`config.mk`:
```
export PLATFORM = sky130hd
export DESIGN_NAME = lvst_ctrl_flat
export DESIGN_NICKNAME = d
export VERILOG_FILES = /design/src/rtl/lvst_pkg.sv /design/src/rtl/lvst_if.sv /design/src/rtl/lvst_ctrl.sv /design/src/flat_wrapper.sv
export SDC_FILE = /design/constraint.sdc
export NUM_CORES = 1
export LEC_CHECK = 0
export ABC_AREA = 1
export ABC_CLOCK_PERIOD_IN_PS = 3000
export BUFFER_PORTS_ARGS = -buffer_cell sky130_fd_sc_hd__buf_2
export CAP_MARGIN = 40
export CORE_MARGIN = 2
export CORE_UTILIZATION = 51
export CTS_CLUSTER_SIZE = 24
export DETAILED_ROUTE_END_ITERATION = 16
export GPL_ROUTABILITY_DRIVEN = 0
export GPL_TIMING_DRIVEN = 0
export PLACE_DENSITY = 0.88
export SYNTH_ARGS = -nofsm -noshare
export SYNTH_HDL_FRONTEND = slang
export SYNTH_SLANG_ARGS = --single-unit
```
`constraint.sdc`:
```
create_clock -name clk -period 3 [get_ports clk]
set_input_delay 0.3 -clock clk [delete_from_list [all_inputs] [get_ports clk]]
set_output_delay 0.3 -clock clk [all_outputs]
set_load 0.005 [all_outputs]
```
`src/rtl/lvst_pkg.sv`:
```
// lvst_pkg: shared constants, types and codes of the lowest-index value search table
// no dependencies; used by the interfaces and every rtl module
`default_nettype none

package lvst_pkg;

  localparam int SLOTS      = 1024;
  localparam int VALUE_BITS = 30;
  localparam int ADDR_W     = (SLOTS > 1) ? $clog2(SLOTS) : 1;

  // fixed field widths of the channels
  localparam int CMD_W   = 1;
  localparam int INDEX_W = 10;
  localparam int VALUE_W = 30;

  localparam logic [CMD_W-1:0] CMD_CHANGE = 1'b0;
  localparam logic [CMD_W-1:0] CMD_FIND   = 1'b1;

  localparam logic [ADDR_W-1:0] LAST_ADDR = ADDR_W'(SLOTS - 1);

  typedef struct packed {
    logic                  valid;
    logic [VALUE_BITS-1:0] value;
  } word_t;

  typedef struct packed {
    logic              we;
    logic [ADDR_W-1:0] waddr;
    word_t             wdata;
    logic              re;
    logic [ADDR_W-1:0] raddr;
  } mem_req_t;

  typedef enum logic [1:0] {
    ST_CLEAR,
    ST_IDLE,
    ST_SCAN,
    ST_DONE
  } state_t;

endpackage

`default_nettype wire

```
`src/rtl/lvst_if.sv`:
```
// lvst_in_if / lvst_out_if: valid/ready channels for command beats and result beats
// depends on lvst_pkg for field widths
`default_nettype none

interface lvst_in_if;
  logic                            valid;
  logic                            ready;
  logic [lvst_pkg::CMD_W-1:0]      cmd;
  logic [lvst_pkg::INDEX_W-1:0]    slot_index;
  logic [lvst_pkg::VALUE_W-1:0]    value;

  modport source (output valid, cmd, slot_index, value, input ready);
  modport sink   (input valid, cmd, slot_index, value, output ready);
endinterface

interface lvst_out_if;
  logic                         valid;
  logic                         ready;
  logic                         found;
  logic [lvst_pkg::INDEX_W-1:0] lowest_slot;

  modport source (output valid, found, lowest_slot, input ready);
  modport sink   (input valid, found, lowest_slot, output ready);
endinterface

`default_nettype wire

```
`src/rtl/lvst_ctrl.sv`:
```
// lvst_ctrl: clearing pass, change writes, find scan and result register
// drives lvst_slot_mem through a mem_req_t; depends on lvst_pkg and lvst_if
`default_nettype none

module lvst_ctrl (
  input  wire logic               clk,
  input  wire logic               rst,
  lvst_in_if.sink                 req,
  lvst_out_if.source              rsp,
  output lvst_pkg::mem_req_t      mem_req,
  input  wire lvst_pkg::word_t    mem_rdata
);

  lvst_pkg::state_t state;
  lvst_pkg::state_t state_next;

  logic [lvst_pkg::ADDR_W-1:0]     clr_cnt;
  logic [lvst_pkg::ADDR_W-1:0]     scan_addr;
  logic                            issuing;
  logic                            rd_pend;
  logic [lvst_pkg::ADDR_W-1:0]     rd_tag;
  logic [lvst_pkg::VALUE_BITS-1:0] key;
  logic                            res_found;
  logic [lvst_pkg::INDEX_W-1:0]    res_slot;
  logic                            out_valid;
  logic                            out_found;
  logic [lvst_pkg::INDEX_W-1:0]    out_slot;

  logic accept;
  logic in_range;
  logic hit;
  logic scan_done;
  logic out_free;

  assign accept    = req.valid && req.ready;
  assign in_range  = {32'd0, req.slot_index} < 42'(lvst_pkg::SLOTS);
  assign hit       = rd_pend && mem_rdata.valid && (mem_rdata.value == key);
  assign scan_done = hit || (rd_pend && (rd_tag == lvst_pkg::LAST_ADDR));
  assign out_free  = !out_valid || rsp.ready;

  // next state
  always_comb begin
    state_next = state;
    unique case (state)
      lvst_pkg::ST_CLEAR: begin
        if (clr_cnt == lvst_pkg::LAST_ADDR) state_next = lvst_pkg::ST_IDLE;
      end
      lvst_pkg::ST_IDLE: begin
        if (accept && (req.cmd == lvst_pkg::CMD_FIND)) state_next = lvst_pkg::ST_SCAN;
      end
      lvst_pkg::ST_SCAN: begin
        if (scan_done) state_next = lvst_pkg::ST_DONE;
      end
      lvst_pkg::ST_DONE: begin
        if (out_free) state_next = lvst_pkg::ST_IDLE;
      end
      default: state_next = lvst_pkg::ST_CLEAR;
    endcase
  end

  // outputs
  always_comb begin
    req.ready     = 1'b0;
    mem_req.we    = 1'b0;
    mem_req.waddr = clr_cnt;
    mem_req.wdata = '0;
    mem_req.re    = 1'b0;
    mem_req.raddr = scan_addr;
    unique case (state)
      lvst_pkg::ST_CLEAR: begin
        mem_req.we = 1'b1;
      end
      lvst_pkg::ST_IDLE: begin
        req.ready           = 1'b1;
        mem_req.we          = req.valid && (req.cmd == lvst_pkg::CMD_CHANGE) && in_range;
        mem_req.waddr       = lvst_pkg::ADDR_W'(req.slot_index);
        mem_req.wdata.valid = 1'b1;
        mem_req.wdata.value = lvst_pkg::VALUE_BITS'(req.value);
      end
      lvst_pkg::ST_SCAN: begin
        mem_req.re = issuing;
      end
      lvst_pkg::ST_DONE: begin
      end
      default: begin
      end
    endcase
  end

  always_ff @(posedge clk) begin
    if (rst) begin
      state   <= lvst_pkg::ST_CLEAR;
      clr_cnt <= '0;
      issuing <= 1'b0;
      rd_pend <= 1'b0;
    end else begin
      state <= state_next;
      if (state == lvst_pkg::ST_CLEAR) begin
        clr_cnt <= clr_cnt + 1'b1;
      end
      if (state == lvst_pkg::ST_IDLE) begin
        issuing <= accept && (req.cmd == lvst_pkg::CMD_FIND);
        rd_pend <= 1'b0;
      end else if (state == lvst_pkg::ST_SCAN) begin
        if (scan_done) begin
          issuing <= 1'b0;
          rd_pend <= 1'b0;
        end else begin
          rd_pend <= issuing;
          if (issuing && (scan_addr == lvst_pkg::LAST_ADDR)) issuing <= 1'b0;
        end
      end
    end
  end

  // scan datapath
  always_ff @(posedge clk) begin
    if (state == lvst_pkg::ST_IDLE) begin
      scan_addr <= '0;
      key       <= lvst_pkg::VALUE_BITS'(req.value);
    end else if (state == lvst_pkg::ST_SCAN) begin
      rd_tag <= scan_addr;
      if (issuing) scan_addr <= scan_addr + 1'b1;
      if (scan_done) begin
        res_found <= hit;
        res_slot  <= hit ? lvst_pkg::INDEX_W'(rd_tag) : '0;
      end
    end
  end

  // result register
  always_ff @(posedge clk) begin
    if (rst) begin
      out_valid <= 1'b0;
    end else if ((state == lvst_pkg::ST_DONE) && out_free) begin
      out_valid <= 1'b1;
    end else if (rsp.ready) begin
      out_valid <= 1'b0;
    end
  end

  always_ff @(posedge clk) begin
    if ((state == lvst_pkg::ST_DONE) && out_free) begin
      out_found <= res_found;
      out_slot  <= res_slot;
    end
  end

  assign rsp.valid       = out_valid;
  assign rsp.found       = out_found;
  assign rsp.lowest_slot = out_slot;

endmodule

`default_nettype wire

```
`src/flat_wrapper.sv`:
```
// flat-port wrapper written by rule: the top's interface ports become plain ports
module lvst_ctrl_flat 
  (clk, rst, mem_req, mem_rdata, req_valid, req_cmd, req_slot_index, req_value, req_ready, rsp_valid, rsp_found, rsp_lowest_slot, rsp_ready);
  lvst_in_if req_i ();
  lvst_out_if rsp_i ();
  input  wire logic clk;
  input  wire logic rst;
  output lvst_pkg::mem_req_t mem_req;
  input  wire lvst_pkg::word_t mem_rdata;
  input wire logic [$bits(req_i.valid)-1:0] req_valid;
  input wire logic [$bits(req_i.cmd)-1:0] req_cmd;
  input wire logic [$bits(req_i.slot_index)-1:0] req_slot_index;
  input wire logic [$bits(req_i.value)-1:0] req_value;
  output wire logic [$bits(req_i.ready)-1:0] req_ready;
  output wire logic [$bits(rsp_i.valid)-1:0] rsp_valid;
  output wire logic [$bits(rsp_i.found)-1:0] rsp_found;
  output wire logic [$bits(rsp_i.lowest_slot)-1:0] rsp_lowest_slot;
  input wire logic [$bits(rsp_i.ready)-1:0] rsp_ready;
  assign req_i.valid = req_valid;
  assign req_i.cmd = req_cmd;
  assign req_i.slot_index = req_slot_index;
  assign req_i.value = req_value;
  assign req_ready = req_i.ready;
  assign rsp_valid = rsp_i.valid;
  assign rsp_found = rsp_i.found;
  assign rsp_lowest_slot = rsp_i.lowest_slot;
  assign rsp_i.ready = rsp_ready;
  lvst_ctrl u_core (.clk(clk), .rst(rst), .req(req_i), .rsp(rsp_i), .mem_req(mem_req), .mem_rdata(mem_rdata));
endmodule
```
==> impl_results.md <==
- Via density: 4.781
- Cell Int Power: 0.002218 W
- RR Endpoint: u_core.res_slot[4]$_SDFFCE_PN0P_
- Worst Hold Class: in2reg
- Lkg Pwr: 2.866 nW
- Power share of the clock group: 21.8%
- Setup Fix Bufs, Post-CTS: 0
- Critical Path RT: 2.70 ns
- CP bufs+invs: 5
- Die Wd: 95.39 um
- Total net switching power: 0.001198 W
- Critical path's top delay family: buffers and inverters
- # diodes: 0
- Critical path class: reg2out
- Share of layout cells above drive strength 1: 25.78%
- Critical Path Source Type: flip-flop
- Wirelength, routed: 9825 um
- Synth Instances: 516
- Unrepaired setup endpoints after global routing: false
- Fmax: 371.5 MHz
- Cell Chain, Critical Path: inv_1 -> ha_2 -> buf_2 -> buf_1 -> nand2_1 -> inv_1 -> buf_2
- GRT Util Overall: 21.96%
- Worst path max stage delay: 0.51 ns
- Final Hold Vio Count: 0
- Syn nets: 600
- Yosys warning count: 0
- Crit-path slowest cell: buf_1
- Number of setup violations in the final report: 0
- Via count: 3729
- Hold Path Origin: req_value[2]
- R2R setup slack: 0.80 ns
- Final Max Slew Viols: 0
- Least-Margin Pin Slew: 0.8177 ns
- Synth Cell Area: 4259 um^2
- Longest Clk Path Bufs: 2
- DP Worst Slack: 0.3823 ns
- Clock slew at reported path FFs: 0.09 ns
- Vias in the first global route: 3371
- WHS Endpoint: u_core.key[2]$_DFFE_PP_
- Worst Clk Skew: 0.01277 ns
- Num CTS Buffers: 9
- Post-synth cell types: 34
- Global-route wire length before repair: 15160 um
- Flop pwr share: 46.4%
- CTS root buf: clkbuf_8
- Syn avg cell area: 8.254 um^2
- Final worst slack: 0.3081 ns
- CTS Sinks: 87
- Initial core utilization: 52.10%
- Hold depth: 1
- CP max FO: 14
- Worst r2r src: u_core.key[21]$_DFFE_PP_
- Avg WL per Cell: 12.60 um
- First-pass DRT Iterations: 5
- Synthesis-to-layout area growth: 24.47%
- Clock Latency Late Sink: 0.35 ns
- Pwr Total: 0.003416 W
- Core box area: 8175 um^2
- Largest net degree at the start of global routing: 21
- Crit end category: output pin
- First DRT Iteration DRCs: 136
- Max-cap violations: 0
- Power Density: 644.3 nW/um^2
- Rows: 33
- VDD IR max: 0.3610 mV
- Clock tree from TritonCTS: done
- Switching share of power: 35.08%
- Yosys reg bits: 87
- DRC: 0
- Final period util: 89.73%
- Antenna Violating Nets Remaining: 0
- # port buffers: 141
- HPWL Detailed: 7548 um
- Tmin final: 2.692 ns
- Layout Nets: 754
- Die area: 9098 um^2
- CTS H-Tree Depth: 3
- Status: complete, no violations
- Die height: 95.39 um
- Slew headroom: 45.29%
- Worst EP arrival: 2.39 ns
- Initial antenna violation count: 0
- Grt total ovfl: 0
- Worst R2R Path Depth: 9
- Comb pwr share: 31.8%
- Final hold slack: 0.1319 ns
- Ports: 142
- Seq/Total Area, Yosys: 55.46%
-- layer usage --
metal  share of wire, %  global-route usage [%]  vias up
met5                  0                       0        -
met4                2.6                   8.929        0
met3                6.4                   5.771       21
met2                 50                   38.97      135
met1                 41                   25.16     1685
li1                   -                       -     1888
-- how the worst max path moves through the flow --
stage / from / end / slack [ns] / cells past startpoint
2_1_floorplan: u_core.state[1]$_SDFFE_PP0P_ / mem_req[52] / 0.59 / 6
3_3_place_gp: u_core.state[1]$_SDFFE_PP0P_ / mem_req[36] / -0.08 / 7
3_5_place_dp: u_core.state[1]$_SDFFE_PP0P_ / mem_req[38] / 0.38 / 7
4_1_cts: u_core.state[1]$_SDFFE_PP0P_ / mem_req[20] / 0.07 / 7
5_1_grt: u_core.state[1]$_SDFFE_PP0P_ / mem_req[30] / 0.09 / 7
6_report: u_core.state[1]$_SDFFE_PP0P_ / mem_req[30] / 0.31 / 7
-- power groups by stage --
stage          clock network, W  registers (W)  logic [W]
2_1_floorplan                 0        0.00159   0.000660
3_3_place_gp                  0        0.00160    0.00102
3_5_place_dp                  0        0.00161    0.00108
4_1_cts                0.000757        0.00158    0.00109
5_1_grt                0.000801        0.00160    0.00123
6_report               0.000743        0.00159    0.00109
-- cell usage after synthesis (all sizes together) --
cell type  count  area, um^2
nand2        154       580.6
inv          127       476.7
edfxtp        62        1862
nor2          45       176.4
dfxtp         25       500.5
o21ai         22       110.1
a21oi         21       105.1
nand3         14       75.07
ha             8       100.1
buf            6       28.78
nand4          6       43.79
nor3           6       51.30
xnor2          6       52.55
clkbuf         4       15.01
a211oi         1       20.02
a21boi         1       7.510
a31oi          1       6.260
and3           1       6.260
clkinv         1       3.750
nor4           1       6.260
o21a           1       7.510
o21bai         1       7.510
o31ai          1       7.510
xor2           1       8.760
-- metrics by stage --
| stage | TNS (ns) | cell area [um^2] | std cells | util [%] |
|---|---|---|---|---|
| finish | 0 | 5301 | 780 | 64.85 |
| global route | 0 | 5301 | 780 | 64.85 |
| CTS | 0 | 5299 | 780 | 64.81 |
| detailed placement | 0 | 5119 | 764 | 62.61 |
| global placement | -0.7108 | 5096 | 762 | 62.34 |
| floorplan | 0 | 4259 | 516 | - |
-- kinds of logic (layout without fill, tap and decap cells) --
family	Yosys count	count (layout)	synth area share, %
AOI/OAI and AO/OA	49	49	6.375
xor gates and xnor gates	7	7	1.440
DFF	87	87	55.46
and+or+nand+nor	227	227	22.06
adders and majority gates	8	8	2.350
buffers and inverters	138	297	12.31
-- registers in the layout, summed over array words and instances (netlist names) --
register                cells
u_core.rd_tag              10
u_core.key                 30
u_core.res_slot            10
u_core.rsp.lowest_slot     10
u_core.clr_cnt             10
u_core.rsp.found            1
u_core.rd_pend              1
u_core.res_found            1
u_core.rsp.valid            1
u_core.state                2
u_core.scan_addr           10
u_core.issuing              1
-- cell type report --
class	instances	area [um^2]
buffer	10	45.04
clock buffer	9	123.9
clock inverter	7	55.05
fill	692	2874
inverter	128	480.5
multi-input combinational	291	1375
sequential	87	2362
tap	105	131.4
timing repair buffer	143	728.2
-- what timing repair did --
action,in CTS,in global routing
endpoints found under the hold margin,0,0
gates cloned,0,0
hold buffers,0,0
gates resized for setup,1,1
setup endpoints to repair,4,30
-- layout by cell type, fill, tap and decap left out, drive strengths merged, types with 4 or more instances in the layout --
cell and n:
nand2 154, buf 149, inv 130, edfxtp 62
nor2 45, dfxtp 25, o21ai 22, a21oi 21
nand3 14, clkbuf 13, ha 8, xnor2 6
nand4 6, nor3 6, clkinv 4
(Power assumes the default switching activity.)
